File: src/rtl/core/mrr_pkg.sv
package mrr_pkg;

  localparam int SEED_W = 31;
  localparam int MUL_W  = 15;
  localparam int PROD_W = SEED_W + MUL_W;
  localparam int CNT_W  = 5;

  localparam logic [SEED_W-1:0] MINSTD_MOD = 31'd2147483647;
  localparam logic [MUL_W-1:0]  MINSTD_MUL = 15'd16807;
  localparam logic [SEED_W-1:0] RANGE_RST  = 31'd2147483647;
  localparam logic [CNT_W-1:0]  DIV_LAST   = CNT_W'(SEED_W - 1);

  localparam logic CMD_DRAW = 1'b0;
  localparam logic CMD_LOAD = 1'b1;

  typedef struct packed {
    logic              done;
    logic [SEED_W-1:0] seed;
  } lcg_stat_t;

  typedef struct packed {
    logic              done;
    logic [SEED_W-1:0] rem;
  } div_stat_t;

endpackage

File: src/rtl/core/minstd_random_ranged.sv
// Draw path: the LCG multiply and mod 2^31-1 reduce registers, then a bit-serial restoring
// divide by range_max; the number is the remainder plus 1. A zero range_max skips both and answers 1.
// A new item is accepted only in the idle state, not while a draw is under way or held by out_ready.
// A load updates the seed and leaves in_ready high.
// Reset (rst_n low, synchronous): seed = 1, range_max = 2147483647, no item pending.
module minstd_random_ranged
  import mrr_pkg::*;
(
  input  logic              clk,
  input  logic              rst_n,
  input  logic              in_valid,
  output logic              in_ready,
  input  logic              in_cmd,
  input  logic [SEED_W-1:0] in_seed_value,
  output logic              out_valid,
  input  logic              out_ready,
  output logic [SEED_W-1:0] out_number,
  input  logic              cfg_valid,
  output logic              cfg_ready,
  input  logic [SEED_W-1:0] cfg_range_max
);

  localparam logic [2:0] ST_IDLE = 3'd0;
  localparam logic [2:0] ST_MUL  = 3'd1;
  localparam logic [2:0] ST_DIV  = 3'd2;
  localparam logic [2:0] ST_DONE = 3'd3;

  logic [2:0]        state_r;
  logic [2:0]        state_nxt;
  logic [SEED_W-1:0] seed_r;
  logic [SEED_W-1:0] range_r;
  logic [SEED_W-1:0] res_r;
  logic [SEED_W-1:0] res_nxt;
  logic              out_valid_r;
  logic [SEED_W-1:0] out_number_r;
  logic              in_acc;
  logic              lcg_start;
  logic              div_start;
  logic              emit;
  lcg_stat_t         lcg_stat;
  div_stat_t         div_stat;

  assign in_ready  = (state_r == ST_IDLE);
  assign cfg_ready = 1'b1;
  assign in_acc    = in_valid && in_ready;
  assign emit      = (state_r == ST_DONE) && (!out_valid_r || out_ready);
  assign lcg_start = in_acc && (in_cmd == CMD_DRAW) && (range_r != '0);
  assign div_start = (state_r == ST_MUL) && lcg_stat.done;

  mrr_lcg u_lcg (
    .clk     (clk),
    .rst_n   (rst_n),
    .start   (lcg_start),
    .seed_in (seed_r),
    .stat    (lcg_stat)
  );

  mrr_div u_div (
    .clk      (clk),
    .rst_n    (rst_n),
    .start    (div_start),
    .dividend (lcg_stat.seed),
    .divisor  (range_r),
    .stat     (div_stat)
  );

  always_comb begin
    state_nxt = state_r;
    res_nxt   = res_r;
    unique case (state_r)
      ST_IDLE: begin
        if (in_acc && (in_cmd == CMD_DRAW)) begin
          if (range_r == '0) begin
            res_nxt   = SEED_W'(1);
            state_nxt = ST_DONE;
          end else begin
            state_nxt = ST_MUL;
          end
        end
      end
      ST_MUL: begin
        if (lcg_stat.done) begin
          state_nxt = ST_DIV;
        end
      end
      ST_DIV: begin
        if (div_stat.done) begin
          res_nxt   = div_stat.rem + SEED_W'(1);
          state_nxt = ST_DONE;
        end
      end
      ST_DONE: begin
        if (emit) begin
          state_nxt = ST_IDLE;
        end
      end
      default: begin
        state_nxt = ST_IDLE;
      end
    endcase
  end

  always_ff @(posedge clk) begin
    if (!rst_n) begin
      state_r     <= ST_IDLE;
      seed_r      <= SEED_W'(1);
      range_r     <= RANGE_RST;
      out_valid_r <= 1'b0;
    end else begin
      state_r <= state_nxt;
      if (cfg_valid && cfg_ready) begin
        range_r <= cfg_range_max;
      end
      if (in_acc && (in_cmd == CMD_LOAD)) begin
        seed_r <= in_seed_value;
      end else if (div_start) begin
        seed_r <= lcg_stat.seed;
      end
      if (emit) begin
        out_valid_r <= 1'b1;
      end else if (out_ready) begin
        out_valid_r <= 1'b0;
      end
    end
  end

  always_ff @(posedge clk) begin
    res_r <= res_nxt;
    if (emit) begin
      out_number_r <= res_r;
    end
  end

  assign out_valid  = out_valid_r;
  assign out_number = out_number_r;

endmodule

File: src/rtl/core/mrr_lcg.sv
module mrr_lcg
  import mrr_pkg::*;
(
  input  logic              clk,
  input  logic              rst_n,
  input  logic              start,
  input  logic [SEED_W-1:0] seed_in,
  output lcg_stat_t         stat
);

  logic [PROD_W-1:0] prod_r;
  logic [PROD_W-1:0] prod_nxt;
  logic              mul_vld_r;
  logic              red_vld_r;
  logic [SEED_W-1:0] seed_r;
  logic [SEED_W-1:0] seed_nxt;
  logic [SEED_W-1:0] seed_c;
  logic [SEED_W:0]   fold;

  // seed below 1 is taken as 1
  assign seed_c   = (seed_in == '0) ? SEED_W'(1) : seed_in;
  assign prod_nxt = PROD_W'(seed_c) * PROD_W'(MINSTD_MUL);

  // 2^31 == 1 mod (2^31-1): fold high part onto low part
  assign fold     = {1'b0, prod_r[SEED_W-1:0]} + (SEED_W+1)'(prod_r[PROD_W-1:SEED_W]);
  assign seed_nxt = (fold >= {1'b0, MINSTD_MOD}) ? SEED_W'(fold - {1'b0, MINSTD_MOD})
                                                  : fold[SEED_W-1:0];

  always_ff @(posedge clk) begin
    if (!rst_n) begin
      mul_vld_r <= 1'b0;
      red_vld_r <= 1'b0;
    end else begin
      mul_vld_r <= start;
      red_vld_r <= mul_vld_r;
    end
  end

  always_ff @(posedge clk) begin
    if (start) begin
      prod_r <= prod_nxt;
    end
    if (mul_vld_r) begin
      seed_r <= seed_nxt;
    end
  end

  assign stat.done = red_vld_r;
  assign stat.seed = seed_r;

endmodule

File: src/rtl/core/mrr_div.sv
module mrr_div
  import mrr_pkg::*;
(
  input  logic              clk,
  input  logic              rst_n,
  input  logic              start,
  input  logic [SEED_W-1:0] dividend,
  input  logic [SEED_W-1:0] divisor,
  output div_stat_t         stat
);

  logic              busy_r;
  logic              done_r;
  logic [CNT_W-1:0]  cnt_r;
  logic [SEED_W-1:0] quo_r;
  logic [SEED_W-1:0] rem_r;
  logic [SEED_W-1:0] dsr_r;
  logic [SEED_W:0]   trial;
  logic [SEED_W-1:0] rem_nxt;

  // restoring step: one dividend bit per cycle
  assign trial   = {rem_r, quo_r[SEED_W-1]};
  assign rem_nxt = (trial >= {1'b0, dsr_r}) ? SEED_W'(trial - {1'b0, dsr_r})
                                            : trial[SEED_W-1:0];

  always_ff @(posedge clk) begin
    if (!rst_n) begin
      busy_r <= 1'b0;
      done_r <= 1'b0;
      cnt_r  <= '0;
    end else begin
      done_r <= 1'b0;
      if (start) begin
        busy_r <= 1'b1;
        cnt_r  <= '0;
      end else if (busy_r) begin
        cnt_r <= cnt_r + CNT_W'(1);
        if (cnt_r == DIV_LAST) begin
          busy_r <= 1'b0;
          done_r <= 1'b1;
        end
      end
    end
  end

  always_ff @(posedge clk) begin
    if (start) begin
      quo_r <= dividend;
      rem_r <= '0;
      dsr_r <= divisor;
    end else if (busy_r) begin
      quo_r <= {quo_r[SEED_W-2:0], 1'b0};
      rem_r <= rem_nxt;
    end
  end

  assign stat.done = done_r;
  assign stat.rem  = rem_r;

endmodule

File: config.mk
export PLATFORM = sky130hd
export DESIGN_NAME = minstd_random_ranged
export DESIGN_NICKNAME = d
export VERILOG_FILES = /design/src/rtl/core/mrr_pkg.sv /design/src/rtl/core/minstd_random_ranged.sv /design/src/rtl/core/mrr_lcg.sv /design/src/rtl/core/mrr_div.sv
export SDC_FILE = /design/constraint.sdc
export NUM_CORES = 1
export LEC_CHECK = 0
export BUFFER_PORTS_ARGS = -buffer_cell sky130_fd_sc_hd__buf_2
export CAP_MARGIN = 20
export CORE_ASPECT_RATIO = 1.2
export CORE_MARGIN = 2
export CORE_UTILIZATION = 50
export CTS_BUF_LIST = sky130_fd_sc_hd__clkbuf_8
export DETAILED_ROUTE_END_ITERATION = 8
export PLACE_DENSITY_LB_ADDON = 0.15
export SYNTH_ARGS = -nofsm -noshare
export SYNTH_HDL_FRONTEND = slang
export SYNTH_SLANG_ARGS = --single-unit
File: constraint.sdc
create_clock -name clk -period 8.2 [get_ports clk]
set_clock_uncertainty 0.05 [all_clocks]
set_input_delay 2.46 -clock clk [delete_from_list [all_inputs] [get_ports clk]]
set_output_delay 2.46 -clock clk [all_outputs]
set_load 0.03 [all_outputs]
==> results of run 1 <==
-- cell families (layout without fill, tap and decap cells) --
| family | count (synthesis) | count (layout) | synth area share (%) |
|---|---|---|---|
| other | 1 | 2 | 0.0167 |
| adders and majority gates | 351 | 351 | 23.3 |
| DFF | 306 | 306 | 36.3 |
| buffers and inverters | 421 | 503 | 7.18 |
| AOI/OAI and AO/OA | 433 | 433 | 12.6 |
| and+or+nand+nor | 633 | 633 | 13.0 |
| xor gates and xnor gates | 150 | 150 | 5.86 |
| muxes | 39 | 39 | 1.75 |
-- sequential cells by signal, indices dropped and copies added (netlist names), 31 cells and up --
name / flops
out_number: 31
u_div.dsr_r: 31
range_r: 31
res_r: 31
seed_r: 31
u_lcg.prod_r: 46
u_lcg.seed_r: 31
u_div.quo_r: 31
u_div.rem_r: 31
-- synthesized netlist by cell type, drive strengths merged (10+ instances only) --
cell | n | area [um2]
a211oi | 28 | 210
a21o | 49 | 368
a21oi | 109 | 549
a31oi | 44 | 275
and2 | 34 | 213
and3 | 35 | 219
buf | 18 | 96.3
clkbuf | 112 | 422
dfxtp | 105 | 2100
edfxtp | 201 | 6040
fa | 112 | 2240
ha | 239 | 2990
inv | 291 | 1090
mux2i | 38 | 380
nand2 | 245 | 920
nand3 | 34 | 170
nand4 | 23 | 144
nor2 | 163 | 612
nor2b | 21 | 131
nor3 | 20 | 105
nor4 | 20 | 125
o211ai | 21 | 168
o21a | 13 | 97.6
o21ai | 90 | 462
o21bai | 15 | 113
or2 | 10 | 62.6
xnor2 | 73 | 639
xor2 | 77 | 674
-- worst paths after layout --
kind | start | to | slack [ns] | cells past startpoint
setup reg to reg | seed_r[26] | u_lcg.prod_r[44] | 1.0 | 22
setup / recovery | seed_r[26] | u_lcg.prod_r[44] | 1.0 | 22
hold reg to reg | res_r[14] | out_number[14] | 0.36 | 0
hold / removal | res_r[14] | out_number[14] | 0.36 | 0
-- metrics by stage --
step | instance area [um2] | utilization [%]
floorplan | 22400 | -
global placement | 23200 | 52.2
detailed placement | 23200 | 52.2
CTS | 24300 | 54.6
global route | 24300 | 54.6
finish | 24300 | 54.6
-- layout make-up --
cell class | instances | area (um2)
diodes | 1 | 2.50
clock buffers | 54 | 743
clock inverters | 45 | 345
fillers | 4085 | 20200
inverters | 291 | 1090
multi-input cells | 1607 | 12700
flip-flops and latches | 306 | 8140
well taps | 565 | 707
repair buffers | 113 | 598
-- layer usage --
metal  track usage [%]  share of wire [%]  up-vias  routed length [um]
met5                 0                  0        -                   0
met4              15.7                6.3        0                4000
met3              3.37                3.6      140                2290
met2              50.6                 52      420               33100
met1              31.3                 38     8269               24100
li1                  -                  -     8075                   -
==> results.json, run 1 <==
{
  "grt_pass1_wl_um": 97700,
  "crit_chain": "nor4_1 -> nand4_1 -> o21bai_1 -> ha_1 -> ha_1 -> inv_1 -> fa_1 -> inv_1 -> ha_1 -> fa_1 -> fa_1 -> ha_1 -> a21o_1 -> a211oi_1 -> o21ai_0 -> o32a_1 -> a21oi_1 -> a2bb2oi_1 -> a21o_1 -> a211oi_1 -> a311o_1 -> xor2_1",
  "gr-total-overflow": 0,
  "die_x_um": 197,
  "synthArstFlopShare_pct": 0,
  "clockBufferDepth": 3,
  "synth.avg_cell_area_um2": 9.61,
  "antenna_found_initial": 1,
  "dr.first_iter.drc_count": 1063,
  "rows": 85,
  "crit_required_ns": 8.51,
  "start_kind": "flop",
  "max_slew_margin_pct": 36.7,
  "dp.cells": 2882,
  "grt_max_degree": 78,
  "wl_um": 63600,
  "ys_seq_elements": 306,
  "cp_top_family": "compound AO/OA/AOI/OAI gates",
  "grt_setup_unrepaired": "no",
  "path_clk_slew_ns": 0.07,
  "ant_nets": 0,
  "mostFrequentLayoutCells": "inv_1 (303), nand2_1 (244), ha_1 (239)",
  "synth-edff-count": 201,
  "synth_nets": 2753,
  "whs_ns": 0.365,
  "synthToLayoutAreaGrowth_pct": 8.54,
  "wl_per_cell_um": 21.3,
  "synth_flop_cell": "edfxtp_1",
  "fin_nets": 2791,
  "grt_usage_pct": 27.8,
  "crit_fanout": 9,
  "grt_pass1_vias": 17000,
  "critPathBufInv": 2,
  "criticalPathCategory": "flop to flop",
  "ys_seq_area_share_pct": 36.3,
  "cts_resized": 0,
  "tns_ns": 0,
  "post-route-drc-count": 0,
  "drive_gt1_share_pct": 9.11,
  "io_buffers": 100,
  "vias_per_cell": 5.67,
  "synth_warnings": 0,
  "cts_tree": "built",
  "period_share_pct": 87.9,
  "synthCells": 2334,
  "drv_slew": 0,
  "place.gp.congestion": 0.960,
  "setup_viol": 0,
  "pre_cts_ws_ns": 1.10,
  "die_y_um": 236,
  "dp_hpwl_um": 51000,
  "max_stage_delay_ns": 0.55,
  "layout.cells.non_filler": 2982,
  "cts_hold_buf": 0,
  "fp.coreArea_mm2": 0.0446,
  "cts.sink_count": 306,
  "fin_ws_ns": 0.996,
  "cts_made_buffers": 53,
  "path_common_cell": "ha_1",
  "dieArea_mm2": 0.0466,
  "final_common_cell": "inv_1",
  "synth_area_mm2": 0.0224,
  "worstSkewPairLatency_ns": 0.64,
  "cap_violations": 0,
  "routed-via-count": 16900,
  "hp-class": "flop to flop",
  "start_util_pct": 50.3,
  "max_freq_ghz": 0.139,
  "htreeDepth": 2,
  "end_kind": "flop",
  "cts-root-buf": "clkbuf_8",
  "tightest_slew_ns": 0.950,
  "post_cts_buffers": 0,
  "cp_slowest_cell": "o21bai_1",
  "dr.pass1.iters": 5,
  "cp_data_arrival_time_ns": 7.51,
  "ioPinCount": 102,
  "status": "complete, no violations",
  "period_minus_slack_ns": 7.20,
  "ys_types": 80,
  "hold_viol": 0
}
Power of run 1 is not shown: default switching activity piles up to over one toggle a cycle in this logic, so the estimate is an artifact.
==> inputs of run 2 (changes only) <==
--- a/config.mk
+++ b/config.mk
@@ -9,7 +9,7 @@
 export CAP_MARGIN = 20
 export CORE_ASPECT_RATIO = 1.2
 export CORE_MARGIN = 2
-export CORE_UTILIZATION = 50
+export CORE_UTILIZATION = 60
 export CTS_BUF_LIST = sky130_fd_sc_hd__clkbuf_8
 export DETAILED_ROUTE_END_ITERATION = 8
 export PLACE_DENSITY_LB_ADDON = 0.15
==> results.json, run 2 (same netlist as run 1, synthesis figures left out) <==
{
  "dieArea_mm2": 0.0389,
  "whs_ns": 0.369,
  "ff2ff_setup_slack_ns": 1.39,
  "crit_fanout": 9,
  "io_buffers": 100,
  "cp_slowest_cell": "fa_1",
  "period_share_pct": 83.0,
  "die_x_um": 180,
  "top_register": "u_lcg.prod_r",
  "grt_max_degree": 77,
  "wl_um": 60600,
  "hold_viol": 0,
  "crit_required_ns": 8.49,
  "drv_slew": 0,
  "pre_cts_ws_ns": 1.47,
  "fin_ws_ns": 1.39,
  "vias_per_cell": 5.81,
  "criticalPathCategory": "flop to flop",
  "period_minus_slack_ns": 6.81,
  "fin_area_mm2": 0.0241,
  "clockBufferDepth": 3,
  "ioPinCount": 102,
  "cts_made_buffers": 51,
  "path_clk_slew_ns": 0.07,
  "synthToLayoutAreaGrowth_pct": 7.61,
  "grt_usage_pct": 31.2,
  "htreeDepth": 2,
  "max_stage_delay_ns": 0.53,
  "cts-root-buf": "clkbuf_8",
  "end_kind": "flop",
  "final_common_cell": "inv_1",
  "start_kind": "flop",
  "tightest_slew_ns": 0.969,
  "place.gp.congestion": 0.945,
  "rows": 77,
  "dr.pass1.iters": 5,
  "start_util_pct": 60.9,
  "dr.first_iter.drc_count": 1291,
  "wl_per_cell_um": 21.0,
  "mostFrequentLayoutCells": "inv_1 (306), nand2_1 (244), ha_1 (239)",
  "cts.sink_count": 306,
  "cts_resized": 0,
  "worstSkewPairLatency_ns": 0.62,
  "grt_pass1_wl_um": 93800,
  "fin_nets": 2788,
  "post_cts_buffers": 0,
  "routed-via-count": 16800,
  "path_common_cell": "ha_1",
  "gr-total-overflow": 0,
  "drive_gt1_share_pct": 9.00,
  "grt_setup_unrepaired": "no",
  "dpl_cell_area_mm2": 0.0231,
  "cp_data_arrival_time_ns": 7.10,
  "cap_violations": 0,
  "dp_hpwl_um": 48000,
  "setup_viol": 0,
  "critPathBufInv": 3,
  "num_antenna_cells": 0,
  "tns_ns": 0,
  "hp-class": "flop to flop",
  "ant_nets": 0,
  "antenna_found_initial": 0,
  "cts_hold_buf": 0,
  "grt_pass1_vias": 16700,
  "die_y_um": 216,
  "largest_reg_flops": 46,
  "fp.coreArea_mm2": 0.0368,
  "cp_top_family": "compound AO/OA/AOI/OAI gates",
  "post-route-drc-count": 0,
  "max_slew_margin_pct": 35.4,
  "crit_chain": "nor4_1 -> nand4_1 -> o21bai_1 -> buf_4 -> ha_1 -> ha_1 -> inv_1 -> fa_1 -> inv_1 -> ha_1 -> fa_1 -> fa_1 -> ha_1 -> a21o_1 -> a211oi_1 -> o21ai_0 -> o32a_1 -> a21oi_1 -> a2bb2oi_1 -> a21o_1 -> a211oi_1 -> a311o_1 -> xor2_1",
  "max_freq_ghz": 0.147,
  "cts_tree": "built",
  "status": "complete, no violations"
}
==> run 2: cell types whose count changed in the layout (fill, tap and decap cells not counted), sizes merged <==
cell and delta:
clkinv -4, clkbuf +1, bufinv -3, diode -1, buf -1, inv +3
==> run 2: final timing paths <==
kind / startpoint / endpoint / cells after the start
max: seed_r[18] / u_lcg.prod_r[44] / 23
min: res_r[20] / out_number[20] / 0
max reg2reg: seed_r[18] / u_lcg.prod_r[44] / 23
min reg2reg: res_r[20] / out_number[20] / 0
==> run 2: worst reg2reg max path: stages, from the launching register on <==
cell and delay, ns:
dfxtp_1 0.45, nor4_1 0.37, nand4_1 0.26, o21bai_1 0.22, buf_4 0.19, ha_1 0.19
ha_1 0.15, inv_1 0.05, fa_1 0.53, inv_1 0.05, ha_1 0.30, fa_1 0.45
fa_1 0.47, ha_1 0.38, a21o_1 0.20, a211oi_1 0.23, o21ai_0 0.12, o32a_1 0.46
a21oi_1 0.36, a2bb2oi_1 0.31, a21o_1 0.23, a211oi_1 0.07, a311o_1 0.33, xor2_1 0.14
==> run 2: layout make-up <==
| cell class | instances | area [um2] |
|---|---|---|
| Multi-Input combinational cell | 1607 | 12700 |
| Fill cell | 3065 | 12700 |
| Sequential cell | 306 | 8140 |
| Inverter | 291 | 1090 |
| Clock buffer | 55 | 757 |
| Tap cell | 474 | 593 |
| Timing Repair Buffer | 112 | 591 |
| Clock inverter | 41 | 248 |
==> run 2: through the flow <==
step | util (%) | std cells
final | 65.6 | 2886
after global routing | 65.6 | 2886
after CTS | 65.6 | 2886
after detailed placement | 62.8 | 2790
after global placement | 62.8 | 2790
after floorplan | - | 2334
==> run 2: per-layer routing <==
layer  share of wire [%]  global-route usage (%)  wire length (um)
met1                  40                    37.6             24000
met2                  52                    56.2             31300
met3                 4.3                    3.43              2600
met4                 4.6                    13.5              2790
met5                   0                       0                 0
Power of run 2 is left out for the same reason.
==> inputs of run 3 (changes only) <==
==> constraint.sdc (replaced) <==
create_clock -name clk -period 7 [get_ports clk]
set_clock_uncertainty 0.05 [all_clocks]
set_input_delay 2.1 -clock clk [delete_from_list [all_inputs] [get_ports clk]]
set_output_delay 2.1 -clock clk [all_outputs]
set_load 0.03 [all_outputs]
==> results.json, run 3 (same netlist as run 1, synthesis figures left out) <==
{
  "status": "complete, no violations",
  "path_clk_slew_ns": 0.07,
  "post-route-drc-count": 0,
  "r2r_cells": 22,
  "ff2ff_setup_slack_ns": 0.43,
  "whs_path_depth": 0,
  "tns_ns": 0,
  "fin_area_mm2": 0.0244,
  "period_share_pct": 93.8,
  "pre_cts_ws_ns": 0.118,
  "routed-via-count": 17100,
  "top_register": "u_lcg.prod_r",
  "crit_fanout": 9,
  "grt_pass1_vias": 17400,
  "fin_ws_ns": 0.435,
  "grt_usage_pct": 31.1,
  "dr.pass1.iters": 6,
  "fin_nets": 2804,
  "crit_chain": "nor4_1 -> nand4_1 -> o21bai_2 -> ha_1 -> ha_1 -> inv_1 -> fa_1 -> inv_1 -> ha_1 -> fa_1 -> fa_1 -> ha_1 -> a21o_1 -> a211oi_1 -> o21ai_0 -> o32a_1 -> a21oi_2 -> a2bb2oi_2 -> a21o_1 -> a211oi_1 -> a311o_1 -> xor2_1",
  "dpl_cell_area_mm2": 0.0232,
  "hold_viol": 0,
  "setup_viol": 0,
  "mostFrequentLayoutCells": "inv_1 (301), nand2_1 (244), ha_1 (239)",
  "worstSkewPairLatency_ns": 0.64,
  "fill_cells": 3014,
  "dieArea_mm2": 0.0389,
  "max_slew_margin_pct": 26.2,
  "r2r_start": "seed_r[5]",
  "drive_gt1_share_pct": 10.3,
  "final_common_cell": "inv_1",
  "antenna_found_initial": 2,
  "fp.coreArea_mm2": 0.0368,
  "cts_made_buffers": 51,
  "dp_hpwl_um": 47500,
  "io_buffers": 100,
  "leakage_nw": 11.4,
  "wl_um": 59800,
  "max_freq_ghz": 0.152,
  "place.gp.congestion": 0.957,
  "largest_reg_flops": 46,
  "post_cts_buffers": 0,
  "hp-class": "flop to flop",
  "start_kind": "flop",
  "internal_power_mw": 6.85,
  "rows": 77,
  "grt_setup_unrepaired": "no",
  "crit_path_start": "seed_r[5]",
  "peakVddDrop_mv": 0.587,
  "tightest_slew_ns": 1.09,
  "hold_path_startpoint": "res_r[11]",
  "ioPinCount": 102,
  "cts_hold_buf": 0,
  "clock_power_share_pct": 13.0,
  "die_x_um": 180,
  "cts-root-buf": "clkbuf_8",
  "power.density_mw_per_mm2": 541,
  "swShare_pct": 48.1,
  "start_util_pct": 60.9,
  "cts_tree": "built",
  "cp_data_arrival_time_ns": 6.89,
  "cts.sink_count": 306,
  "max_stage_delay_ns": 0.54,
  "htreeDepth": 2,
  "power_mw": 13.2,
  "dr.first_iter.drc_count": 1100,
  "r2r_end": "u_lcg.prod_r[44]",
  "seqPwrFrac_pct": 23.1,
  "ant_nets": 0,
  "cp_slowest_cell": "fa_1",
  "synthToLayoutAreaGrowth_pct": 8.79,
  "grt_pass1_wl_um": 94400,
  "min_to": "out_number[11]",
  "wl_per_cell_um": 20.6,
  "drv_slew": 0,
  "whs_ns": 0.364,
  "vias_per_cell": 5.90,
  "period_minus_slack_ns": 6.57,
  "criticalPathCategory": "flop to flop",
  "path_common_cell": "ha_1",
  "crit_required_ns": 7.33,
  "grt_max_degree": 77,
  "end_kind": "flop",
  "pwr-share-comb_pct": 63.9,
  "die_y_um": 216,
  "gr-total-overflow": 0,
  "cap_violations": 0,
  "switchingPower_mw": 6.35,
  "clockBufferDepth": 3
}
## run 3: layout make-up
type                            count  area [um2]  share of cell area [%]
Antenna cell                        1        2.50                  0.0103
Clock buffer                       60         826                    3.39
Clock inverter                     35         282                    1.15
Inverter                          291        1090                    4.48
Multi-Input combinational cell   1607       12700                    52.3
Sequential cell                   306        8140                    33.4
Tap cell                          474         593                    2.43
Timing Repair Buffer              128         711                    2.91
## run 3: worst max-delay path, delay by kind of cell (launching register included)
family                   cells  cell delay [ns]
adder cells (fa/ha/maj)      7             2.54
flip-flops                   1             0.48
AO/OA/AOI/OAI               10             2.38
buffers and inverters        2             0.10
XOR/XNOR                     1             0.14
AND/OR/NAND/NOR              2             0.61
## run 3: routing by layer
layer	vias to the layer above	global-route usage, %	routed length [um]
met5	-	0	13
met4	2	17.0	3680
met3	168	4.10	2510
met2	521	56.4	30900
met1	8323	35.5	22700
li1	8102	-	-
## run 3: repair_timing
action	CTS	global route
hold endpoints to repair	0	0
gates resized for setup	0	8
setup endpoints to repair	0	5
## run 3: per-stage QoR
stage / instances / utilization (%)
after floorplan: 2334 / -
after global routing: 2902 / 66.3
after CTS: 2901 / 66.2
after global placement: 2806 / 63.2
final: 2902 / 66.3
after detailed placement: 2806 / 63.2
## run 3: how the worst max path moves through the flow
| stage | cells past startpoint | slack [ns] | to |
|---|---|---|---|
| 2_1_floorplan | 23 | 0.88 | u_lcg.prod_r[44] |
| 3_3_place_gp | 22 | 0.23 | u_lcg.prod_r[44] |
| 3_5_place_dp | 22 | 0.12 | u_lcg.prod_r[44] |
| 4_1_cts | 22 | 0.1 | u_lcg.prod_r[44] |
| 5_1_grt | 22 | 0.05 | u_lcg.prod_r[44] |
| 6_report | 22 | 0.43 | u_lcg.prod_r[44] |
## run 3: power by group through the flow
stage | sequential [mW] | clock [mW] | combinational [mW]
6_report | 3.04 | 1.72 | 8.43
4_1_cts | 3.03 | 1.75 | 8.39
5_1_grt | 3.07 | 1.83 | 9.53
2_1_floorplan | 2.83 | 0 | 6.35
3_3_place_gp | 3.05 | 0 | 8.19
3_5_place_dp | 3.06 | 0 | 8.32
(Power assumes the default switching activity.)
